File: src/hdl/assert_macros.svh
// Assertion helpers shared by the deframer modules.
// Each expects signals named clk and rst_n in the module that uses it.
`ifndef ASSERT_MACROS_SVH
`define ASSERT_MACROS_SVH

// Property that must hold at every clock edge outside reset.
`define ASSERT_CLK(lbl, prop, msg) \
  lbl: assert property (@(posedge clk) disable iff (!rst_n) (prop)) \
    else $error(msg);

// Condition in one cycle implies a consequence in the next.
`define ASSERT_NEXT(lbl, pre, post, msg) \
  lbl: assert property (@(posedge clk) disable iff (!rst_n) (pre) |=> (post)) \
    else $error(msg);

`endif

File: src/hdl/wsd_pkg.sv
`timescale 1ns / 1ps
package wsd_pkg;

  // Opcodes of interest in the first header byte.
  localparam logic [3:0] OP_TEXT  = 4'h1;
  localparam logic [3:0] OP_CLOSE = 4'h8;
  localparam logic [3:0] OP_PING  = 4'h9;

  // Result kinds.
  localparam logic [1:0] ACT_TEXT  = 2'd0;
  localparam logic [1:0] ACT_PONG  = 2'd1;
  localparam logic [1:0] ACT_CLOSE = 2'd2;

  // Short-length escape codes in the second header byte.
  localparam logic [6:0] LEN_EXT16 = 7'd126;
  localparam logic [6:0] LEN_EXT64 = 7'd127;

  // Result queue between parser and output stage.
  localparam int Q_DEPTH = 4;
  localparam int Q_AW    = 2;

  // One classified result waiting for the output stage.
  typedef struct packed {
    logic [7:0] raw_byte;
    logic [7:0] key_byte;
    logic       has_data;
    logic [1:0] action;
    logic       fin_flag;
    logic       frame_last;
  } res_entry_t;

  // Queue status seen by the parser.
  typedef struct packed {
    logic full;
    logic empty;
  } q_status_t;

endpackage

File: src/hdl/wsd_front.sv
`timescale 1ns / 1ps
`include "assert_macros.svh"
module wsd_front #(
  parameter int LENGTH_BITS = 64
) (
  input  logic                clk,
  input  logic                rst_n,
  input  logic                in_tvalid,
  output logic                in_tready,
  input  logic [7:0]          in_tdata,
  input  wsd_pkg::q_status_t  q_stat,
  output logic                push,
  output wsd_pkg::res_entry_t push_entry
);

  localparam logic [2:0] PH_HDR0    = 3'd0;
  localparam logic [2:0] PH_HDR1    = 3'd1;
  localparam logic [2:0] PH_EXTLEN  = 3'd2;
  localparam logic [2:0] PH_MASK    = 3'd3;
  localparam logic [2:0] PH_PAYLOAD = 3'd4;

  logic [2:0]             phase_r, phase_nxt;
  logic [3:0]             hcnt_r, hcnt_nxt;
  logic                   fin_r, fin_nxt;
  logic [3:0]             opcode_r, opcode_nxt;
  logic                   masked_r, masked_nxt;
  logic [LENGTH_BITS-1:0] rem_r, rem_nxt;
  logic                   ovf_r, ovf_nxt;
  logic [31:0]            key_r, key_nxt;
  logic [1:0]             pos_r, pos_nxt;
  logic                   closed_r, closed_nxt;

  logic                   accept;
  logic                   do_after;
  logic                   do_eoh;
  logic [LENGTH_BITS-1:0] len_val;
  logic [7:0]             key_byte;
  logic                   last;

  assign in_tready = !q_stat.full;
  assign accept    = in_tvalid && in_tready;

  always_comb begin
    unique case (pos_r)
      2'd0: key_byte = key_r[31:24];
      2'd1: key_byte = key_r[23:16];
      2'd2: key_byte = key_r[15:8];
      default: key_byte = key_r[7:0];
    endcase
  end

  always_comb begin
    phase_nxt  = phase_r;
    hcnt_nxt   = hcnt_r;
    fin_nxt    = fin_r;
    opcode_nxt = opcode_r;
    masked_nxt = masked_r;
    rem_nxt    = rem_r;
    ovf_nxt    = ovf_r;
    key_nxt    = key_r;
    pos_nxt    = pos_r;
    closed_nxt = closed_r;
    do_after   = 1'b0;
    do_eoh     = 1'b0;
    len_val    = rem_r;
    last       = 1'b0;
    push       = 1'b0;
    push_entry = '0;
    push_entry.fin_flag = fin_r;

    if (accept && !closed_r) begin
      unique case (phase_r)
        PH_HDR1: begin
          masked_nxt = in_tdata[7];
          rem_nxt    = '0;
          ovf_nxt    = 1'b0;
          if (in_tdata[6:0] == wsd_pkg::LEN_EXT16 || in_tdata[6:0] == wsd_pkg::LEN_EXT64) begin
            hcnt_nxt  = (in_tdata[6:0] == wsd_pkg::LEN_EXT16) ? 4'd2 : 4'd8;
            phase_nxt = PH_EXTLEN;
          end else begin
            do_after = 1'b1;
            len_val  = LENGTH_BITS'(in_tdata[6:0]);
          end
        end
        PH_EXTLEN: begin
          // shift in big-endian; remember any bits pushed off the top
          ovf_nxt  = ovf_r | (|rem_r[LENGTH_BITS-1 -: 8]);
          rem_nxt  = {rem_r[LENGTH_BITS-9:0], in_tdata};
          hcnt_nxt = hcnt_r - 4'd1;
          if (hcnt_r == 4'd1) begin
            do_after = 1'b1;
            len_val  = ovf_nxt ? '1 : rem_nxt;
          end
        end
        PH_MASK: begin
          key_nxt  = {key_r[23:0], in_tdata};
          hcnt_nxt = hcnt_r - 4'd1;
          if (hcnt_r == 4'd1) begin
            do_eoh  = 1'b1;
            len_val = rem_r;
          end
        end
        PH_PAYLOAD: begin
          pos_nxt = pos_r + 2'd1;
          rem_nxt = rem_r - LENGTH_BITS'(1);
          last    = (rem_r == LENGTH_BITS'(1));
          if (last) begin
            phase_nxt = PH_HDR0;
          end
          push_entry.raw_byte   = in_tdata;
          push_entry.key_byte   = masked_r ? key_byte : 8'h00;
          push_entry.frame_last = last;
          if (opcode_r == wsd_pkg::OP_TEXT) begin
            push = 1'b1;
            push_entry.has_data = 1'b1;
            push_entry.action   = wsd_pkg::ACT_TEXT;
          end else if (opcode_r == wsd_pkg::OP_PING) begin
            push = 1'b1;
            push_entry.has_data = 1'b1;
            push_entry.action   = wsd_pkg::ACT_PONG;
          end else if (opcode_r == wsd_pkg::OP_CLOSE && last) begin
            push       = 1'b1;
            closed_nxt = 1'b1;
            push_entry = '0;
            push_entry.fin_flag   = fin_r;
            push_entry.action     = wsd_pkg::ACT_CLOSE;
            push_entry.frame_last = 1'b1;
          end
        end
        default: begin
          fin_nxt    = in_tdata[7];
          opcode_nxt = in_tdata[3:0];
          phase_nxt  = PH_HDR1;
        end
      endcase

      if (do_after) begin
        rem_nxt = len_val;
        if (masked_nxt) begin
          phase_nxt = PH_MASK;
          hcnt_nxt  = 4'd4;
          key_nxt   = '0;
        end else begin
          do_eoh = 1'b1;
        end
      end

      if (do_eoh) begin
        pos_nxt = 2'd0;
        if (len_val != '0) begin
          phase_nxt = PH_PAYLOAD;
        end else begin
          phase_nxt = PH_HDR0;
          push_entry.frame_last = 1'b1;
          if (opcode_r == wsd_pkg::OP_TEXT) begin
            push = 1'b1;
            push_entry.action = wsd_pkg::ACT_TEXT;
          end else if (opcode_r == wsd_pkg::OP_PING) begin
            push = 1'b1;
            push_entry.action = wsd_pkg::ACT_PONG;
          end else if (opcode_r == wsd_pkg::OP_CLOSE) begin
            push       = 1'b1;
            closed_nxt = 1'b1;
            push_entry.action = wsd_pkg::ACT_CLOSE;
          end
        end
      end
    end
  end

  always_ff @(posedge clk) begin
    if (!rst_n) begin
      phase_r  <= PH_HDR0;
      hcnt_r   <= '0;
      fin_r    <= 1'b0;
      opcode_r <= '0;
      masked_r <= 1'b0;
      rem_r    <= '0;
      ovf_r    <= 1'b0;
      key_r    <= '0;
      pos_r    <= '0;
      closed_r <= 1'b0;
    end else begin
      phase_r  <= phase_nxt;
      hcnt_r   <= hcnt_nxt;
      fin_r    <= fin_nxt;
      opcode_r <= opcode_nxt;
      masked_r <= masked_nxt;
      rem_r    <= rem_nxt;
      ovf_r    <= ovf_nxt;
      key_r    <= key_nxt;
      pos_r    <= pos_nxt;
      closed_r <= closed_nxt;
    end
  end

  `ASSERT_CLK(a_closed_silent, !(closed_r && push), "result queued after close")
  `ASSERT_CLK(a_payload_nonzero, !(phase_r == PH_PAYLOAD && rem_r == '0), "payload phase with no bytes left")
  `ASSERT_NEXT(a_close_latches, push && push_entry.action == wsd_pkg::ACT_CLOSE, closed_r, "close not latched")

endmodule

File: src/hdl/wsd_queue.sv
`timescale 1ns / 1ps
`include "assert_macros.svh"
module wsd_queue (
  input  logic                clk,
  input  logic                rst_n,
  input  logic                push,
  input  wsd_pkg::res_entry_t push_entry,
  input  logic                pop,
  output wsd_pkg::q_status_t  q_stat,
  output wsd_pkg::res_entry_t head
);

  wsd_pkg::res_entry_t        mem_r [wsd_pkg::Q_DEPTH];
  logic [wsd_pkg::Q_AW-1:0]   wr_ptr_r, wr_ptr_nxt;
  logic [wsd_pkg::Q_AW-1:0]   rd_ptr_r, rd_ptr_nxt;
  logic [wsd_pkg::Q_AW:0]     count_r, count_nxt;
  logic                       do_push;
  logic                       do_pop;

  assign q_stat.full  = (count_r == (wsd_pkg::Q_AW+1)'(wsd_pkg::Q_DEPTH));
  assign q_stat.empty = (count_r == '0);
  assign do_push      = push && !q_stat.full;
  assign do_pop       = pop && !q_stat.empty;
  assign head         = mem_r[rd_ptr_r];

  always_comb begin
    wr_ptr_nxt = do_push ? wr_ptr_r + (wsd_pkg::Q_AW)'(1) : wr_ptr_r;
    rd_ptr_nxt = do_pop ? rd_ptr_r + (wsd_pkg::Q_AW)'(1) : rd_ptr_r;
    count_nxt  = count_r + (wsd_pkg::Q_AW+1)'(do_push) - (wsd_pkg::Q_AW+1)'(do_pop);
  end

  always_ff @(posedge clk) begin
    if (do_push) begin
      mem_r[wr_ptr_r] <= push_entry;
    end
  end

  always_ff @(posedge clk) begin
    if (!rst_n) begin
      wr_ptr_r <= '0;
      rd_ptr_r <= '0;
      count_r  <= '0;
    end else begin
      wr_ptr_r <= wr_ptr_nxt;
      rd_ptr_r <= rd_ptr_nxt;
      count_r  <= count_nxt;
    end
  end

  `ASSERT_CLK(a_no_overflow, !(push && q_stat.full), "push into full queue")
  `ASSERT_CLK(a_ptr_count, count_r[wsd_pkg::Q_AW-1:0] == (wr_ptr_r - rd_ptr_r), "ptr/count")

endmodule

File: src/hdl/wsd_back.sv
`timescale 1ns / 1ps
`include "assert_macros.svh"
module wsd_back (
  input  logic                clk,
  input  logic                rst_n,
  input  wsd_pkg::q_status_t  q_stat,
  input  wsd_pkg::res_entry_t head,
  output logic                pop,
  output logic                out_tvalid,
  input  logic                out_tready,
  output logic [7:0]          out_tdata,
  output logic [3:0]          out_tuser,
  output logic                out_tlast
);

  logic       valid_r, valid_nxt;
  logic [7:0] data_r, data_nxt;
  logic [3:0] user_r, user_nxt;
  logic       last_r, last_nxt;

  // refill the output register whenever it is empty or being taken
  assign pop = !q_stat.empty && (!valid_r || out_tready);

  always_comb begin
    valid_nxt = valid_r;
    data_nxt  = data_r;
    user_nxt  = user_r;
    last_nxt  = last_r;
    if (pop) begin
      valid_nxt = 1'b1;
      data_nxt  = head.has_data ? (head.raw_byte ^ head.key_byte) : 8'h00;
      user_nxt  = {head.fin_flag, head.action, head.has_data};
      last_nxt  = head.frame_last;
    end else if (out_tready) begin
      valid_nxt = 1'b0;
    end
  end

  always_ff @(posedge clk) begin
    if (!rst_n) begin
      valid_r <= 1'b0;
    end else begin
      valid_r <= valid_nxt;
    end
  end

  always_ff @(posedge clk) begin
    data_r <= data_nxt;
    user_r <= user_nxt;
    last_r <= last_nxt;
  end

  assign out_tvalid = valid_r;
  assign out_tdata  = data_r;
  assign out_tuser  = user_r;
  assign out_tlast  = last_r;

  `ASSERT_CLK(a_empty_is_zero, !(valid_r && !user_r[0] && data_r != 8'h00), "data on a result without payload")

endmodule

File: src/hdl/websocket_frame_deframer_top.sv
`timescale 1ns / 1ps
// channel   | direction | tdata                | tuser                               | tlast
// ----------+-----------+----------------------+-------------------------------------+-----------
// in_       | in        | [7:0] in_byte        | -                                   | -
// out_      | out       | [7:0] data_byte      | [0] has_data [2:1] action [3] fin   | frame_last
//
// One byte is taken per cycle while the result queue has room; each result is
// registered in the queue and then in the output register. The queue sets the rate:
// in_tready drops only when the four-entry result queue is full behind a stalled output.
// rst_n is synchronous and clears the parser, queue pointers and output valid.
// After a close result every further byte is accepted and dropped until reset.
module websocket_frame_deframer_top #(
  parameter int LENGTH_BITS = 64
) (
  input  logic       clk,
  input  logic       rst_n,
  input  logic       in_tvalid,
  output logic       in_tready,
  input  logic [7:0] in_tdata,   // [7:0] in_byte
  output logic       out_tvalid,
  input  logic       out_tready,
  output logic [7:0] out_tdata,  // [7:0] data_byte
  output logic [3:0] out_tuser,  // [0] has_data, [2:1] action, [3] fin_flag
  output logic       out_tlast
);

  wsd_pkg::q_status_t  q_stat;
  wsd_pkg::res_entry_t push_entry;
  wsd_pkg::res_entry_t head;
  logic                push;
  logic                pop;

  wsd_front #(
    .LENGTH_BITS(LENGTH_BITS)
  ) u_front (
    .clk       (clk),
    .rst_n     (rst_n),
    .in_tvalid (in_tvalid),
    .in_tready (in_tready),
    .in_tdata  (in_tdata),
    .q_stat    (q_stat),
    .push      (push),
    .push_entry(push_entry)
  );

  wsd_queue u_queue (
    .clk       (clk),
    .rst_n     (rst_n),
    .push      (push),
    .push_entry(push_entry),
    .pop       (pop),
    .q_stat    (q_stat),
    .head      (head)
  );

  wsd_back u_back (
    .clk       (clk),
    .rst_n     (rst_n),
    .q_stat    (q_stat),
    .head      (head),
    .pop       (pop),
    .out_tvalid(out_tvalid),
    .out_tready(out_tready),
    .out_tdata (out_tdata),
    .out_tuser (out_tuser),
    .out_tlast (out_tlast)
  );

endmodule

File: config.mk
export PLATFORM = sky130hd
export DESIGN_NAME = websocket_frame_deframer_top
export DESIGN_NICKNAME = d
export VERILOG_FILES = /design/src/hdl/wsd_pkg.sv /design/src/hdl/wsd_front.sv /design/src/hdl/wsd_queue.sv /design/src/hdl/wsd_back.sv /design/src/hdl/websocket_frame_deframer_top.sv
export VERILOG_INCLUDE_DIRS = /design/src /design/src/hdl
export SDC_FILE = /design/constraint.sdc
export NUM_CORES = 1
export LEC_CHECK = 0
export ABC_AREA = 1
export BUFFER_PORTS_ARGS = -buffer_cell sky130_fd_sc_hd__buf_2
export CAP_MARGIN = 10
export CELL_PAD_IN_SITES_DETAIL_PLACEMENT = 1
export CELL_PAD_IN_SITES_GLOBAL_PLACEMENT = 1
export CORE_MARGIN = 4
export CORE_UTILIZATION = 46
export CTS_CLUSTER_DIAMETER = 80
export DETAILED_ROUTE_END_ITERATION = 8
export GPL_TIMING_DRIVEN = 0
export HOLD_SLACK_MARGIN = 0.03
export PLACE_DENSITY = 0.89
export SETUP_SLACK_MARGIN = 0.1
export SLEW_MARGIN = 30
export SYNTH_ARGS = -nofsm -noshare
export SYNTH_HDL_FRONTEND = slang
export SYNTH_HIERARCHICAL = 1
export SYNTH_SLANG_ARGS = --single-unit
File: constraint.sdc
create_clock -name clk -period 4.4 [get_ports clk]
set_clock_uncertainty 0.05 [all_clocks]
set_input_delay 0.88 -clock clk [delete_from_list [all_inputs] [get_ports clk]]
set_output_delay 0.88 -clock clk [all_outputs]
set_load 0.01 [all_outputs]
* Word level (Yosys, flattened, before mapping)
Memory sizes are Yosys's and may differ from the RTL's. A register that Yosys moved wholly into a read port is not among the register bits. Cells that the tools add are included.
Operators by class: add/sub/neg operators 7, equality and inequality tests 14, muxes and demuxes 78, bitwise operators 3, reductions and logical operators 26
Operator list (number):
- 64-bit 2-to-1 mux | 5
- 64-bit case mux with 3 select lines | 1
- 64-bit case mux with 2 select lines | 1
- 32-bit 2-to-1 mux | 3
- 64-bit by 1-bit == test with 1-bit output (second input constant) | 1
- 64-bit nonzero test | 1
- 64-bit by 1-bit subtractor with 64-bit output (second input constant) | 1
- 21-bit 2-to-1 mux | 3
- 1-bit 2-to-1 mux | 34
- 16-bit 2-to-1 mux | 2
- 3-bit 2-to-1 mux | 8
- 8-bit case mux with 3 select lines | 1
- 2-bit 2-to-1 mux | 11
- 4-bit 2-to-1 mux | 4
- 7-bit == test (second input constant) | 2
- 3-bit case mux with 3 select lines | 1
- 4-bit by 1-bit == test with 1-bit output (second input constant) | 2
- 4-bit == test (second input constant) | 2
- 8-bit 2-to-1 mux | 1
- 4-bit case mux with 2 select lines | 1
- 2-bit AND reduction | 4
- 8-bit OR reduction | 1
- 8-bit XOR | 1
- 2-bit by 1-bit adder with 2-bit output (second input constant) | 3
- other kinds (20) | 34
Storage, ports and cells: register bits after elaboration 134, memory bits (writable) 84, memories 1
Memories:
- u_queue.mem_r | depth 4, width 21, rd ports 1, clocked after Yosys merged registers in 1, wr ports 1, line wsd_queue.sv:13 | wsd_pkg::res_entry_t mem_r [wsd_pkg::Q_DEPTH];

* Longest topological paths before layout
depth in word-level cells 15, mapped depth 24, gate-level depth less buffers 23

* Cells and area by module
The synthesis kept the hierarchy.
Modules (own cells, without submodules):
- wsd_front | instances 1, cells an instance 1854, area each 10317.4 um2, sequential area each 2262.2 um2
- wsd_queue | instances 1, cells an instance 272, area each 3659.8 um2, sequential area each 2702.6 um2
- wsd_back | instances 1, cells an instance 52, area each 585.6 um2, sequential area each 410.4 um2

* Worst setup path before layout
No wires, ideal clock.
path type in2reg, start point input in_tdata[4], end point memory u_queue/mem_r[0][0] in the netlist's numbering, enable pin, library setup time 0.399 ns, data arrival time 3.457 ns, data required time 3.951 ns, slack 0.494 ns, stages 16, path through nand2_1 inv_1 nand2_1 nand2_4 clkbuf_1 nand3_1 nand2_1 nor2_1 nand2_1 nor2_1 nand2_1 nor2_1 nand3_2 o21bai_1 nand2_1 nor2_1
Between the ends: longest elaborated chain between the ends 12
RTL lines:
- from (decl) | line websocket_frame_deframer_top.sv:19 | input logic [7:0] in_tdata,
- 7-bit == test | line wsd_front.sv:77 | if (in_tdata[6:0] == wsd_pkg::LEN_EXT16 || in_tdata[6:0] == wsd_pkg::LEN_EXT64) begin
- 1-bit logical OR | line wsd_front.sv:77
- 64-bit 2-to-1 mux / 1-bit 2-to-1 mux (equally long branches) | line wsd_front.sv:77
- 64-bit case mux with 2 select lines / 1-bit case mux with 2 select lines (equally long branches) | line wsd_front.sv:72 | unique case (phase_r)
- 64-bit 2-to-1 mux / 1-bit 2-to-1 mux (equally long branches) | line wsd_front.sv:71 | if (accept && !closed_r) begin
- 64-bit nonzero test / 1-bit 2-to-1 mux (equally long branches) | line wsd_front.sv:150, wsd_front.sv:137
- 1-bit 2-to-1 mux, on equally long branches | line wsd_front.sv:150, wsd_front.sv:71
- 1-bit 2-to-1 mux (*) | line wsd_front.sv:148 | if (do_eoh) begin
- 1-bit 2-to-1 mux (*) | line wsd_front.sv:71
- via push | line websocket_frame_deframer_top.sv:30 | logic push;
- 1-bit logical AND (*) | line wsd_queue.sv:22 | assign do_push = push && !q_stat.full;
- 1-bit 2-to-1 mux (*) | line wsd_queue.sv:33 | if (do_push) begin
- 1-bit 2-to-1 mux (not written as such) (*) | line wsd_queue.sv:34 | mem_r[wr_ptr_r] <= push_entry;
- to (decl) | line wsd_queue.sv:13
The timed path passes the listed nets; every way through them passes the cells marked *. The select of a mux whose other input is x is not followed.

* Worst setup path after layout
start point register u_front.phase_r[1], end point register u_queue/count_r[2] in the netlist's numbering
Between the ends: longest elaborated chain between the ends 11
RTL lines:
- from (decl) | line wsd_front.sv:22 | logic [2:0] phase_r, phase_nxt;
- from (signal assigned) | line wsd_front.sv:184 | phase_r <= phase_nxt;
- branches (longest 6 deep; another with 64-bit case mux with 2 select lines)
- 1-bit 2-to-1 mux (*) | line wsd_front.sv:148
- 1-bit 2-to-1 mux (*) | line wsd_front.sv:71
- via push | line websocket_frame_deframer_top.sv:30
- 1-bit logical AND (*) | line wsd_queue.sv:22
- 3-bit by 1-bit adder with 3-bit output (*) | line wsd_queue.sv:29 | count_nxt = count_r + (wsd_pkg::Q_AW+1)'(do_push) - (wsd_pkg::Q_AW+1)'(do_pop);
- 3-bit by 1-bit subtractor with 3-bit output (*) | line wsd_queue.sv:29
- to (signal assigned) | line wsd_queue.sv:46 | count_r <= count_nxt;
- to (decl) | line wsd_queue.sv:16 | logic [wsd_pkg::Q_AW:0] count_r, count_nxt;
Mark *: on every way through the listed nets, which the timed path passes. The select of a mux whose other input is x is not followed. A chain may end at the register's enable or synchronous reset.

==> flow_metrics.tcl <==
set metrics [dict create \
    ys_top_cells_by_area "edfxtp_1, dfxtp_1, nand2_1" \
    nets 2267 \
    maxCapViolCount 0 \
    drv_slew 0 \
    dp_slack_ps -1020 \
    clock_path_buffers 3 \
    grt_max_degree 21 \
    crit_type "reg2reg" \
    critical_path.top_delay_family "simple AND/OR/NAND/NOR gates" \
    setup_viol 0 \
    worst_pin_slew_ps 1130 \
    yosysSeqAreaShare 0.369 \
    setup_ws_ps 162 \
    clkTransAtPathRegs_ps 70 \
    drive_gt1_frac 0.124 \
    cts_inserted_buffers 25 \
    drtPass1Iterations 6 \
    synth-edff-count 97 \
    combPwrFrac 0.356 \
    yosysWarningCount 6 \
    drt_iter0_markers 2360 \
    syn_to_final_growth_pct 13.7 \
    pwr-share-seq 0.326 \
    dieWidth_um 186 \
    synth.distinct_cells 52 \
    vias 17200 \
    grt_first_pass_wirelength_mm 109 \
    multiInputGateArea_mm2 0.00773 \
    cts-root-buf "clkbuf_16" \
    overflow 0 \
    finalHoldViolCount 0 \
    max_stage_delay_ps 420 \
    syn-cell-area_mm2 0.0146 \
    path_cells "inv_2 > nor2_4 > nand2_4 > buf_2 > nand2_1 > o21ai_0 > a21oi_2 > nand3_1 > nor2_4 > nand3_4 > o21bai_4 > nand2_4 > ha_1 > inv_1 > ha_1 > inv_1 > fa_1 > o21ai_1 > nor2_1" \
    clock_latency_ps 570 \
    internal-power_mw 4.05 \
    synth_top_area_share 0.200 \
    power.total_mw 6.92 \
    ff_latch_area_mm2 0.00538 \
    worstHoldPathType "reg2reg" \
    totalWireLength_mm 74.6 \
    gp_congestion 1.01 \
    cp-start-kind "flop" \
    cp_max_fo 10 \
    die-area_mm2 0.0346 \
    peakVddDrop_v 0.000342 \
    yosysMostFrequentCell "nand2_1" \
    place_area_mm2 0.0153 \
    synth-seq-cells 220 \
    fmax_mhz 236 \
    power_frac_clock 0.318 \
    cp_num_buf_inv 4 \
    clkSinkCount 220 \
    outcome "complete, no violations" \
    critical_path.endpoint_type "flop" \
    ant_nets 0 \
    arrival_ps 4650 \
    top_level_ports 27 \
    power_density_mw_per_mm2 418 \
    synthTopCellsByCount "nand2_1, nor2_1, inv_1, nand3_1, o21ai_0" \
    ys.flop_type "dfxtp_1" \
    slew_headroom 0.247 \
    whs_ps 420 \
    grtUsageTotal 0.419 \
    htree_levels 1 \
    detail_route.wl_per_cell_um 28.1 \
    critPathSlowestCell "fa_1" \
    yosysTopAreaCell "edfxtp_1" \
    rsz0062_at_grt "false" \
    power.switching_mw 2.87 \
    finalInstanceArea_mm2 0.0166 \
    hpwlAfterDp_mm 52.3 \
    netlist_instances 2178 \
    die_y_um 186 \
    grt_pass1_vias 17000 \
    via_per_inst 6.47 \
    num-fill-cells 4120 \
    core_area_mm2 0.0309 \
    tritoncts "built" \
    crit_required_ps 4810 \
    port_buffers 26 \
    fin_cells 2656 \
    cts_hold_buf 0 \
    async_flop_share 0 \
    dp_cells 2605 \
    period_minus_slack_ps 4240 \
    synth_area_per_cell_um2 6.69 \
    p_sw_frac 0.415 \
    num_rows 64 \
    synthesis.nets 2205 \
    route.detailed.drc 0 \
    antenna_found_initial 2 \
    start_util 0.471 \
    leakagePower_nw 7.73 \
    min_period_over_period 0.963 \
]
-- timing repair --
item,CTS,global route
endpoints found under the setup margin,87,2
hold endpoints to repair,0,0
setup buffers,4,7
resized for setup,31,75
pin swaps,1,8
-- routing by layer --
layer	global-route usage	vias to the layer above	wire length (um)
li1	-	7315	-
met3	0.126	334	9170
met1	0.552	8294	29100
met2	0.630	1236	31600
met5	0	-	30
met4	0.203	2	4670
-- stage by stage --
stage                     TNS, ps   util
after floorplan                 0      -
after global placement    -119810  0.491
final                           0  0.536
after global routing            0  0.536
after CTS                       0  0.528
after detailed placement   -37400  0.496
-- area by class of cell --
cell class	count	share of cell area
multi-input cells	1550	0.467
plain buffers	137	0.0460
well taps	396	0.0299
inverters	264	0.0609
repair buffers	42	0.0207
flip-flops and latches	220	0.325
diodes	1	0.000151
clock buffers	29	0.0393
clock inverters	17	0.0113
-- worst register-to-register path, cell delays in order (launching register included) --
cell and delay [ps]:
dfxtp_1 390, inv_2 90, nor2_4 160, nand2_4 120
buf_2 250, nand2_1 330, o21ai_0 320, a21oi_2 280
nand3_1 150, nor2_4 210, nand3_4 150, o21bai_4 270
nand2_4 140, ha_1 330, inv_1 60, ha_1 150
inv_1 60, fa_1 420, o21ai_1 160, nor2_1 60
-- power groups by stage --
stage / registers [mW] / logic (mW) / clock network [mW]
2_1_floorplan: 2.26 / 1.34 / 0
3_3_place_gp: 2.28 / 2.09 / 0
3_5_place_dp: 2.28 / 2.15 / 0
4_1_cts: 2.24 / 2.24 / 2.20
5_1_grt: 2.26 / 2.55 / 2.30
6_report: 2.26 / 2.46 / 2.20
-- layout by cell type (no fill, tap or decap), types with 8 or more instances in the layout --
cell and instances:
nor2_2 32, inv_1 248, clkbuf_2 8, o21ai_1 28, nor2_4 18, buf_2 57
nand4_1 17, dfxtp_1 120, a21oi_1 131, nand3_1 199, nor3_1 11, o22ai_1 38
nand2_2 17, buf_4 19, o211ai_1 65, nand2_1 424, o21ai_0 148, clkbuf_1 62
edfxtp_1 97, clkbuf_16 25, a31oi_1 20, buf_6 20, inv_2 13, ha_1 13
nor2_1 319
-- state kept, by name, indices dropped and copies added (netlist names), named ones only --
name	count
u_queue/count_r	3
u_front/pos_r	2
u_front/hcnt_r	4
u_queue/wr_ptr_r	2
u_front/rem_r	64
u_back/out_tdata	8
u_front/key_r	32
u_front/masked_r	1
u_front/closed_r	1
u_front/opcode_r	4
u_queue/rd_ptr_r	2
u_queue/mem_r	84
u_front/phase_r	3
u_front/fin_r	1
u_back/out_tuser	4
u_back/out_tlast	1
u_back/out_tvalid	1
u_front/ovf_r	1
-- final timing paths --
check / startpoint / end / slack (ps) / cells past startpoint
worst min-delay path: u_front/closed_r / u_front/closed_r / 420 / 2
worst max register to register: u_front/phase_r[1] / u_queue/count_r[2] / 160 / 19
worst min register to register: u_front/closed_r / u_front/closed_r / 420 / 2
worst max-delay path: u_front/phase_r[1] / u_queue/count_r[2] / 160 / 19
-- cell families after synthesis --
kind of cell / Yosys count / share of synthesized area
xor gates and xnor gates: 6 / 0.00361
buffers and inverters: 408 / 0.118
DFF: 220 / 0.369
and+or+nand+nor: 1074 / 0.317
AOI/OAI and AO/OA: 455 / 0.179
adders and majority gates: 15 / 0.0134
Power figures use the tool's default switching activity.
